$ cat src/hdl/assert_macros.svh
// Assertion macros shared by the stack machine arithmetic unit RTL.
`ifndef ASSERT_MACROS_SVH
`define ASSERT_MACROS_SVH

`ifndef NO_ASSERTIONS

// Same-cycle implication, checked on every rising edge outside reset.
`define SMA_ASSERT_IMP(label, clk, rst_n, ante, cons) \
    label: assert property (@(posedge clk) disable iff (!rst_n) (ante) |-> (cons)) \
        else $error("stack machine assertion failed");

// Next-cycle implication, checked on every rising edge outside reset.
`define SMA_ASSERT_NXT(label, clk, rst_n, ante, cons) \
    label: assert property (@(posedge clk) disable iff (!rst_n) (ante) |=> (cons)) \
        else $error("stack machine assertion failed");

`else

`define SMA_ASSERT_IMP(label, clk, rst_n, ante, cons)
`define SMA_ASSERT_NXT(label, clk, rst_n, ante, cons)

`endif

`endif

$ cat src/hdl/sma_pkg.sv
// Types and constants of the stack machine arithmetic unit.
package sma_pkg;

    // Field widths of the stream channels.
    localparam int OPCODE_W    = 3;
    localparam int STATUS_W    = 2;
    localparam int DATA_W      = 32;
    localparam int DEPTH_OUT_W = 7;
    localparam int S_TDATA_W   = 32;
    localparam int M_TDATA_W   = 48;

    typedef logic [OPCODE_W-1:0] opcode_t;
    typedef logic [STATUS_W-1:0] status_t;

    // Instruction codes; the remaining codes behave as nop.
    localparam opcode_t OP_NOP  = 3'd0;
    localparam opcode_t OP_PUSH = 3'd1;
    localparam opcode_t OP_ADD  = 3'd2;
    localparam opcode_t OP_SUB  = 3'd3;
    localparam opcode_t OP_MUL  = 3'd4;
    localparam opcode_t OP_DIV  = 3'd5;

    // Status codes reported with every result.
    localparam status_t ST_OK      = 2'd0;
    localparam status_t ST_SHORT   = 2'd1;
    localparam status_t ST_DIVZERO = 2'd2;
    localparam status_t ST_FULL    = 2'd3;

    // Sequencer states.
    typedef enum logic [2:0] {
        S_IDLE,
        S_DECODE,
        S_EXEC,
        S_DIV,
        S_SIGN,
        S_WB
    } state_t;

    // Stack update applied at write-back.
    typedef enum logic [1:0] {
        ACT_NONE,
        ACT_PUSH,
        ACT_POP
    } action_t;

endpackage

$ cat src/hdl/stack_machine_alu_core.sv
// Stack machine arithmetic unit: stack memory, sequencer and iterative divider.
//
// One instruction is taken at a time from the input stream and answered by exactly
// one result transfer describing the stack afterwards. Stack entries live in a
// single-port-write, registered-read memory; the top entry is mirrored in a register,
// so each arithmetic instruction that executes needs one memory read (the second entry)
// and, unless it divides by zero, one write. Up to the result register, nop, push and
// instructions rejected for a short stack pass decode and write-back; add, sub, mul and
// a division by zero pass decode, execute and write-back; div adds the divide state,
// where the radix-2 divider retires one quotient bit per cycle, and the sign state.
// Write-back waits while the output register is full and not being emptied. The next
// instruction is taken in the cycle after the result is loaded, even while that result
// still waits for the downstream side. No clearing pass is needed after reset.
`include "assert_macros.svh"

module stack_machine_alu_core #(
    parameter int STACK_DEPTH = 64
) (
    input  logic                          aclk,
    input  logic                          aresetn,
    // Input stream.
    input  logic                          s_tvalid,
    output logic                          s_tready,
    input  logic [sma_pkg::S_TDATA_W-1:0] s_tdata,   // [31:0] push_operand
    input  logic [sma_pkg::OPCODE_W-1:0]  s_tuser,   // [2:0] opcode
    // Result stream.
    output logic                          m_tvalid,
    input  logic                          m_tready,
    output logic [sma_pkg::M_TDATA_W-1:0] m_tdata,   // [1:0] status, [33:2] top_value,
                                                     // [40:34] stack_depth, [47:41] zero
    output logic                          m_tuser    // [0] top_valid
);
    import sma_pkg::*;

    localparam int CNT_W  = $clog2(STACK_DEPTH + 1);
    localparam int ADDR_W = (STACK_DEPTH > 1) ? $clog2(STACK_DEPTH) : 1;
    localparam int DIVC_W = $clog2(DATA_W);

    // Stack storage.
    logic [DATA_W-1:0] stack_mem [STACK_DEPTH];
    logic              mem_we;
    logic [ADDR_W-1:0] mem_waddr;
    logic [DATA_W-1:0] mem_wdata;
    logic              mem_re;
    logic [ADDR_W-1:0] mem_raddr;
    logic [DATA_W-1:0] rdata_reg;

    // Control state.
    state_t            state_reg,   state_next;
    logic [CNT_W-1:0]  count_reg,   count_next;
    logic              m_valid_reg, m_valid_next;

    // Instruction and datapath registers.
    opcode_t           op_reg,      op_next;
    logic [DATA_W-1:0] operand_reg, operand_next;
    action_t           act_reg,     act_next;
    status_t           status_reg,  status_next;
    logic [DATA_W-1:0] res_reg,     res_next;
    logic [DATA_W-1:0] top_reg,     top_next;
    logic [DATA_W-1:0] div_q_reg,   div_q_next;
    logic [DATA_W-1:0] div_r_reg,   div_r_next;
    logic [DATA_W-1:0] div_d_reg,   div_d_next;
    logic [DIVC_W-1:0] div_cnt_reg, div_cnt_next;
    logic              div_neg_reg, div_neg_next;

    // Result register.
    status_t                m_status_reg, m_status_next;
    logic [DATA_W-1:0]      m_top_reg,    m_top_next;
    logic                   m_topv_reg,   m_topv_next;
    logic [DEPTH_OUT_W-1:0] m_depth_reg,  m_depth_next;

    // Helpers.
    logic [CNT_W-1:0]         cnt_m2;
    logic [CNT_W-1:0]         count_after;
    logic [DATA_W-1:0]        top_after;
    logic [CNT_W+DEPTH_OUT_W-1:0] depth_ext;
    logic                     wb_go;
    logic                     is_arith;
    logic [DATA_W-1:0]        product;
    logic [DATA_W:0]          rem_shift;
    logic [DATA_W+1:0]        rem_diff;

    assign s_tready = (state_reg == S_IDLE);
    assign m_tvalid = m_valid_reg;
    assign m_tuser  = m_topv_reg;
    assign m_tdata  = {{(M_TDATA_W - DEPTH_OUT_W - DATA_W - STATUS_W){1'b0}},
                       m_depth_reg, m_top_reg, m_status_reg};

    assign cnt_m2   = count_reg - CNT_W'(2);
    assign wb_go    = !m_valid_reg || m_tready;
    assign is_arith = (op_reg == OP_ADD) || (op_reg == OP_SUB) ||
                      (op_reg == OP_MUL) || (op_reg == OP_DIV);
    // Only the low word of the product is kept, so a 32 by 32 multiply suffices.
    assign product  = rdata_reg * top_reg;

    // One restoring divider step: shift in the next dividend bit and try the subtract.
    assign rem_shift = {div_r_reg, div_q_reg[DATA_W-1]};
    assign rem_diff  = {1'b0, rem_shift} - {2'b00, div_d_reg};

    // Stack contents after the pending update.
    always_comb begin
        unique case (act_reg)
            ACT_PUSH: begin
                count_after = count_reg + CNT_W'(1);
                top_after   = operand_reg;
            end
            ACT_POP: begin
                count_after = count_reg - CNT_W'(1);
                top_after   = res_reg;
            end
            default: begin
                count_after = count_reg;
                top_after   = top_reg;
            end
        endcase
    end

    assign depth_ext = {{DEPTH_OUT_W{1'b0}}, count_after};

    // Sequencer: next state, datapath updates and memory accesses.
    always_comb begin
        state_next    = state_reg;
        count_next    = count_reg;
        m_valid_next  = m_valid_reg;
        op_next       = op_reg;
        operand_next  = operand_reg;
        act_next      = act_reg;
        status_next   = status_reg;
        res_next      = res_reg;
        top_next      = top_reg;
        div_q_next    = div_q_reg;
        div_r_next    = div_r_reg;
        div_d_next    = div_d_reg;
        div_cnt_next  = div_cnt_reg;
        div_neg_next  = div_neg_reg;
        m_status_next = m_status_reg;
        m_top_next    = m_top_reg;
        m_topv_next   = m_topv_reg;
        m_depth_next  = m_depth_reg;
        mem_we        = 1'b0;
        mem_waddr     = count_reg[ADDR_W-1:0];
        mem_wdata     = operand_reg;
        mem_re        = 1'b0;
        mem_raddr     = cnt_m2[ADDR_W-1:0];

        // A taken result frees the output register.
        if (m_valid_reg && m_tready) begin
            m_valid_next = 1'b0;
        end

        unique case (state_reg)
            S_IDLE: begin
                if (s_tvalid) begin
                    op_next      = s_tuser;
                    operand_next = s_tdata;
                    state_next   = S_DECODE;
                end
            end

            S_DECODE: begin
                status_next = ST_OK;
                act_next    = ACT_NONE;
                state_next  = S_WB;
                if (op_reg == OP_PUSH) begin
                    if (count_reg == CNT_W'(STACK_DEPTH)) begin
                        status_next = ST_FULL;
                    end else begin
                        act_next = ACT_PUSH;
                    end
                end else if (is_arith) begin
                    if (count_reg < CNT_W'(2)) begin
                        status_next = ST_SHORT;
                    end else begin
                        // Fetch the entry below the top; the top is held in top_reg.
                        mem_re     = 1'b1;
                        state_next = S_EXEC;
                    end
                end
            end

            S_EXEC: begin
                act_next   = ACT_POP;
                state_next = S_WB;
                unique case (op_reg)
                    OP_ADD: res_next = rdata_reg + top_reg;
                    OP_SUB: res_next = rdata_reg - top_reg;
                    OP_MUL: res_next = product;
                    default: begin
                        if (top_reg == '0) begin
                            status_next = ST_DIVZERO;
                            act_next    = ACT_NONE;
                        end else begin
                            // Divide magnitudes, fix the sign afterwards.
                            div_q_next   = rdata_reg[DATA_W-1] ? (-rdata_reg) : rdata_reg;
                            div_d_next   = top_reg[DATA_W-1] ? (-top_reg) : top_reg;
                            div_r_next   = '0;
                            div_cnt_next = '0;
                            div_neg_next = rdata_reg[DATA_W-1] ^ top_reg[DATA_W-1];
                            state_next   = S_DIV;
                        end
                    end
                endcase
            end

            S_DIV: begin
                if (!rem_diff[DATA_W+1]) begin
                    div_r_next = rem_diff[DATA_W-1:0];
                    div_q_next = {div_q_reg[DATA_W-2:0], 1'b1};
                end else begin
                    div_r_next = rem_shift[DATA_W-1:0];
                    div_q_next = {div_q_reg[DATA_W-2:0], 1'b0};
                end
                div_cnt_next = div_cnt_reg + DIVC_W'(1);
                if (div_cnt_reg == DIVC_W'(DATA_W - 1)) begin
                    state_next = S_SIGN;
                end
            end

            S_SIGN: begin
                res_next   = div_neg_reg ? (-div_q_reg) : div_q_reg;
                state_next = S_WB;
            end

            S_WB: begin
                // Commit the stack update together with loading the result register.
                if (wb_go) begin
                    unique case (act_reg)
                        ACT_PUSH: begin
                            mem_we    = 1'b1;
                            mem_waddr = count_reg[ADDR_W-1:0];
                            mem_wdata = operand_reg;
                        end
                        ACT_POP: begin
                            mem_we    = 1'b1;
                            mem_waddr = cnt_m2[ADDR_W-1:0];
                            mem_wdata = res_reg;
                        end
                        default: begin
                            mem_we = 1'b0;
                        end
                    endcase
                    count_next    = count_after;
                    top_next      = top_after;
                    m_valid_next  = 1'b1;
                    m_status_next = status_reg;
                    m_topv_next   = (count_after != '0);
                    m_top_next    = (count_after != '0) ? top_after : '0;
                    m_depth_next  = depth_ext[DEPTH_OUT_W-1:0];
                    state_next    = S_IDLE;
                end
            end

            default: begin
                state_next = S_IDLE;
            end
        endcase
    end

    // Control registers.
    always_ff @(posedge aclk) begin
        if (!aresetn) begin
            state_reg   <= S_IDLE;
            count_reg   <= '0;
            m_valid_reg <= 1'b0;
        end else begin
            state_reg   <= state_next;
            count_reg   <= count_next;
            m_valid_reg <= m_valid_next;
        end
    end

    // Datapath registers.
    always_ff @(posedge aclk) begin
        op_reg       <= op_next;
        operand_reg  <= operand_next;
        act_reg      <= act_next;
        status_reg   <= status_next;
        res_reg      <= res_next;
        top_reg      <= top_next;
        div_q_reg    <= div_q_next;
        div_r_reg    <= div_r_next;
        div_d_reg    <= div_d_next;
        div_cnt_reg  <= div_cnt_next;
        div_neg_reg  <= div_neg_next;
        m_status_reg <= m_status_next;
        m_top_reg    <= m_top_next;
        m_topv_reg   <= m_topv_next;
        m_depth_reg  <= m_depth_next;
    end

    // Stack memory with registered read data.
    always_ff @(posedge aclk) begin
        if (mem_we) begin
            stack_mem[mem_waddr] <= mem_wdata;
        end
        if (mem_re) begin
            rdata_reg <= stack_mem[mem_raddr];
        end
    end

    // The entry count never runs past the stack size.
    `SMA_ASSERT_IMP(a_count_bound, aclk, aresetn, 1'b1, count_reg <= CNT_W'(STACK_DEPTH))
    // A committed push grows the stack by exactly one entry.
    `SMA_ASSERT_NXT(a_push_grows, aclk, aresetn, (state_reg == S_WB) && wb_go && (act_reg == ACT_PUSH), count_reg == $past(count_reg) + CNT_W'(1))
    // Only one instruction is in flight: an input transfer closes the input side.
    `SMA_ASSERT_NXT(a_one_in_flight, aclk, aresetn, s_tvalid && s_tready, !s_tready)
    // A result is loaded only when the output register is free or being emptied.
    `SMA_ASSERT_IMP(a_no_overwrite, aclk, aresetn, (state_reg == S_WB) && m_valid_reg && !m_tready, state_next == S_WB)

endmodule
$ cat config.mk
export PLATFORM = sky130hd
export DESIGN_NAME = stack_machine_alu_core
export DESIGN_NICKNAME = d
export VERILOG_FILES = /design/src/hdl/sma_pkg.sv /design/src/hdl/stack_machine_alu_core.sv
export VERILOG_INCLUDE_DIRS = /design/src /design/src/hdl
export SDC_FILE = /design/constraint.sdc
export NUM_CORES = 2
export LEC_CHECK = 0
export ABC_AREA = 1
export BUFFER_PORTS_ARGS = -buffer_cell sky130_fd_sc_hd__buf_2
export CAP_MARGIN = 20
export CORE_ASPECT_RATIO = 1.75
export CORE_MARGIN = 5
export CORE_UTILIZATION = 60
export CTS_BUF_LIST = sky130_fd_sc_hd__clkbuf_4
export CTS_CLUSTER_SIZE = 24
export DETAILED_ROUTE_END_ITERATION = 16
export PLACE_DENSITY = 0.78
export SLEW_MARGIN = 20
export SYNTH_ARGS = -nofsm -noshare
export SYNTH_HDL_FRONTEND = slang
export SYNTH_SLANG_ARGS = --single-unit
$ cat constraint.sdc
create_clock -name aclk -period 6.75 [get_ports aclk]
set_input_delay 1.0125 -clock aclk [delete_from_list [all_inputs] [get_ports aclk]]
set_output_delay 1.0125 -clock aclk [all_outputs]
set_load 0.1 [all_outputs]
# Yosys cells after proc, flatten, opt, wreduce, memory -nomap -nowiden
# Memory sizes are Yosys's and may differ from the RTL's. A register that Yosys moved wholly into a read port is not among the register bits.
# Index checks and enable logic that the tools add are counted.
dict set report op_classes {
  addsub 10
  n_mul 1
  n_lt_le_gt_ge 1
  eq_ne 21
  muxes 57
  n_bitwise 3
  n_reduce_logical 21
}
# operator n
set op_table {}
lappend op_table {{two-way mux 32 bit} 10}
lappend op_table {{one-hot mux 32 bit (2 select lines)} 4}
lappend op_table {{negator 32 bit} 3}
lappend op_table {{one-hot mux 32 bit (3 select lines)} 1}
lappend op_table {{subtractor 33 x 32 -> 34 bit} 1}
lappend op_table {{adder 32 bit} 1}
lappend op_table {{logical NOT 32 bit} 1}
lappend op_table {{multiplier 32 x 32 -> 32 bit} 1}
lappend op_table {{subtractor 32 bit} 1}
lappend op_table {{two-way mux 31 bit} 1}
lappend op_table {{two-way mux 3 bit} 8}
lappend op_table {{two-way mux 6 bit} 3}
lappend op_table {{one-hot mux 3 bit (6 select lines)} 1}
lappend op_table {{two-way mux 1 bit} 17}
lappend op_table {{one-hot mux 7 bit (2 select lines)} 1}
lappend op_table {{== test 3 x 2 -> 1 bit (second input constant)} 4}
lappend op_table {{== test 3 bit (second input constant)} 4}
lappend op_table {{two-way mux 2 bit} 6}
lappend op_table {{!= test 2 bit (second input constant)} 6}
lappend op_table {{AND reduction 3 bit} 4}
lappend op_table {{two-way mux 5 bit} 2}
lappend op_table {{one-hot mux 5 bit (2 select lines)} 1}
lappend op_table {{one-hot mux 2 bit (2 select lines)} 2}
lappend op_table {{adder 7 x 1 -> 7 bit (second input constant)} 1}
lappend op_table {{other kinds (21)} 30}
dict set report word_totals {
  ff_bits 258
  ram_bits 2048
  inputBits 39
  output_inout_bits 51
  wordCells 134
  n_memories 1
}
# memory depth width read_ports rd_clocked_by_memory_dff write_ports line_no
set memory_table {}
lappend memory_table {stack_mem 64 32 1 1 1 stack_machine_alu_core.sv:40} ;# logic [DATA_W-1:0] stack_mem [STACK_DEPTH];

# Longest topological paths before layout
dict set report depth {
  depth_word 7
  mapped_depth 36
  ltp_nobuf 34
}

# Least setup slack after synthesis
# No wires, ideal clock.
dict set report synth_timing {
  path_type {register to register}
  startpoint {register top_reg[6]}
  endpoint {register res_reg[28], data pin}
  arrival_time_ps 6538
  slack_ps -41
  stages_incl_launch_ff 32
  path_cell_list {edfxtp_1 -> clkbuf_1 -> clkbuf_1 -> nand2_1 -> inv_1 -> fa_1 -> fa_1 -> fa_1 -> inv_1 -> fa_1 -> inv_1 -> fa_1 -> inv_1 -> fa_1 -> inv_1 -> fa_1 -> fa_1 -> ha_1 -> nand2_1 -> inv_1 -> nand2_1 -> nor2_1 -> nand4_1 -> nand3_1 -> nand2_1 -> nand2_1 -> a31oi_1 -> xor2_1 -> nand2_1 -> nand2_1 -> nand2_1 -> nand2_1}
}
dict set report synth_between {
  elab_chain_len 3
  elab_cells_between_ends 5
  classes_between {add/sub (2); mul (1); mux (2)}
}
# element line_no
set synth_rtl {}
lappend synth_rtl {{from (decl)} stack_machine_alu_core.sv:59} ;# logic [DATA_W-1:0] top_reg, top_next;
lappend synth_rtl {{from (signal assigned)} stack_machine_alu_core.sv:279} ;# top_reg <= top_next;
lappend synth_rtl {{multiplier 32 x 32 -> 32 bit, or another cell as far along} stack_machine_alu_core.sv:94} ;# assign product = rdata_reg * top_reg;
lappend synth_rtl {{one-hot mux 32 bit (3 select lines) (*)} stack_machine_alu_core.sv:184} ;# unique case (op_reg)
lappend synth_rtl {{one-hot mux 32 bit (2 select lines) (*)} stack_machine_alu_core.sv:151} ;# unique case (state_reg)
lappend synth_rtl {{named net res_next[28]} stack_machine_alu_core.sv:58} ;# logic [DATA_W-1:0] res_reg, res_next;
lappend synth_rtl {{to (signal assigned)} stack_machine_alu_core.sv:278} ;# res_reg <= res_next;
lappend synth_rtl {{to (decl)} stack_machine_alu_core.sv:58}
# Mark *: on every way through the listed nets, which the timed path passes. The rest lies on a longest branch.
# A chain may end at the register's enable or synchronous reset.

# Worst setup path in the final report
dict set report layout_timing {
  startpoint {register top_reg[5]}
  endpoint {register res_reg[27], data pin}
}
# The elaborated chain is that of the path after synthesis.

==> results_dict.tcl <==
set metrics [dict create \
    antenna_found_initial 20 \
    grt.met1_usage 0.375 \
    synthFlopType "edfxtp_1" \
    layout-drive-gt1-share 0.155 \
    hold_start "m_tready" \
    via_per_inst 6.22 \
    cts_max_path_buffers 4 \
    routed_wire_length_per_instance_um 26.5 \
    synth-edff-count 2327 \
    syn_area_um2 115000 \
    period_share 1.01 \
    cp_max_fo 6 \
    cellPowerDensity_nw_per_um2 358 \
    fin_nets 11700 \
    ff2ff_setup_slack_ps -80 \
    required_ps 7680 \
    die_y_um 590 \
    timing.fmax_mhz 146 \
    hp-class "in -> reg" \
    yosysTopAreaCell "edfxtp_1" \
    power_w 0.0464 \
    syn_to_final_growth_pct 12.7 \
    worst_pin_slew_ps 1230 \
    hold_viol 0 \
    rr_startpoint "top_reg[5]" \
    grt-ovfl-total 0 \
    layout_setup_ws_ps -84.1 \
    slew_headroom 0.178 \
    r2r-end "res_reg[27]" \
    routabilityCongestion 1.01 \
    startpoint_type "flop" \
    postLayoutCoreUtil 0.680 \
    port_buffers 82 \
    startpoint "top_reg[5]" \
    drtIter0Drc 9539 \
    cts_buffers 534 \
    drt-pass1-iter-count 6 \
    dieArea_um2 201000 \
    num_vias 86500 \
    max-cap-violations 0 \
    cts_tree "done" \
    violations "setup timing" \
    grt_start_max_net_pins 229 \
    die-width_um 341 \
    period_minus_slack_ps 6830 \
    grtUsageMet3 0.0611 \
    cts-root-buf "clkbuf_4" \
    rsz0062_at_grt "yes" \
    ys_seq_area_frac 0.609 \
    ys_seq_elements 2338 \
    cp-endpoint "res_reg[27]" \
    grt_pass1_wl_mm 534 \
    initial_core_util 0.604 \
    regMostFlops "stack_mem" \
    endpoint_kind "flop" \
    outcome "complete, but fails checks" \
    skew_ps 98.7 \
    yosysUniqueCellTypes 62 \
    synthTopCellsByCount "edfxtp_1 (2,327), nor2_1 (1,625), o21ai_0 (1,519)" \
    htreeDepth 6 \
    ant_nets 0 \
    synth.most_common_cell "edfxtp_1" \
    slew_violations 0 \
    ys_top_cells_by_area "edfxtp_1 (61%), fa_1 (7.1%), o21ai_0 (6.6%)" \
    async_flop_share 0 \
    avgSynthCellArea_um2 10.9 \
    track_usage 0.358 \
    largest_reg_flops 2048 \
    clk_latency_ps 1240 \
    critPathKind "reg -> reg" \
    grt-busiest-layer "met2" \
    syn_inst 10500 \
    grt_use_met2 0.628 \
    dp_hpwl_mm 245 \
    place_ws_ps -406 \
    r2r_cells 24 \
    grt_pass1_vias 87400 \
    vdd_drop_max_v 0.00112 \
    cts.clk_slew.worst_paths_ps 70 \
    clock-sinks 2338 \
    leakagePower_nw 50.3 \
    pin_count 90 \
    routed_wl_mm 369 \
    crit_arrival_ps 7760 \
    core_area_um2 191000 \
    rows 212 \
    synth_top_area_frac 0.607 \
    drc_errors 0 \
    setup_viol 5 \
    synth.yosys.warnings 0 \
]
-- power breakdown --
part	internal, W	switching, W
Combinational	0.00782	0.0107
Sequential	0.0164	0.0000671
Clock	0.00593	0.00555
-- metal layers --
metal,share of wire,up-vias
met5,0.00024,-
met2,0.51,5278
met4,0.10,12
li1,-,37800
met1,0.31,41800
met3,0.079,1571
-- cell type report --
type,count,area (um2)
repair buffers,634,5510
diodes,36,90.1
clock buffers,753,5650
inverters,1025,3880
clock inverters,157,1200
multi-input cells,6504,40200
well taps,2461,3080
fillers,13700,61000
flip-flops and latches,2338,70100
-- critical path: stages, from the launching register on --
cell	delay [ps]
edfxtp_1	380
buf_6	160
buf_12	140
nand2_1	70
inv_2	50
fa_1	550
fa_1	440
fa_1	520
inv_2	40
fa_1	540
inv_1	50
fa_1	500
fa_1	440
fa_1	530
fa_2	700
ha_4	270
a21oi_4	170
o21ai_2	90
a21oi_2	180
nand3_2	160
buf_4	170
a21oi_1	110
o21ai_1	110
nand3_1	90
o21ai_0	90
-- cells by family after synthesis --
logic type | Yosys count | share of synthesized area
simple gates | 3173 | 0.109
compound gates | 2591 | 0.123
flops | 2338 | 0.609
buf+inv | 1686 | 0.0567
fa+ha+maj | 611 | 0.0932
xor+xnor | 122 | 0.00928
other cells | 1 | 0.0000326
-- placed cells by master (no fill, tap or decap), types with 87 or more instances in the layout --
cell type and count:
fa_1 384, ha_1 177, edfxtp_1 2327, o21ai_0 1467, clkbuf_4 753, inv_1 968, clkinv_1 87, nor2_1 1551
buf_4 431, o21ai_1 95, o22ai_1 608, nand3_1 131, a21oi_1 207, nand2_1 1232
-- worst min path at each step --
stage                           end  slack (ps)  cells after the start
finish                     m_tvalid         240                      4
detailed placement  m_status_reg[0]         410                      0
floorplan           m_status_reg[0]         400                      0
global placement    m_status_reg[1]         410                      0
global route               m_tvalid         190                      4
CTS                        m_tvalid         140                      4
-- what timing repair did --
item	CTS	global route
endpoints found under the setup margin	18	22
resized for setup	103	120
pin swaps	63	76
endpoints found under the hold margin	36	0
cloned	0	2
buffers inserted	16	10
hold buffers	36	0
-- per-stage QoR --
step | std cells | instance area (um2) | hold slack [ps] | TNS (ps)
3_5_place_dp | 12900 | 121000 | 411 | -3930
4_1_cts | 13900 | 129000 | 139 | -395
6_report | 13900 | 130000 | 240 | -287
3_3_place_gp | 12900 | 121000 | 412 | -2650
2_1_floorplan | 10500 | 115000 | 400 | -7.40
5_1_grt | 13900 | 130000 | 189 | -2680
(Power assumes the default switching activity.)
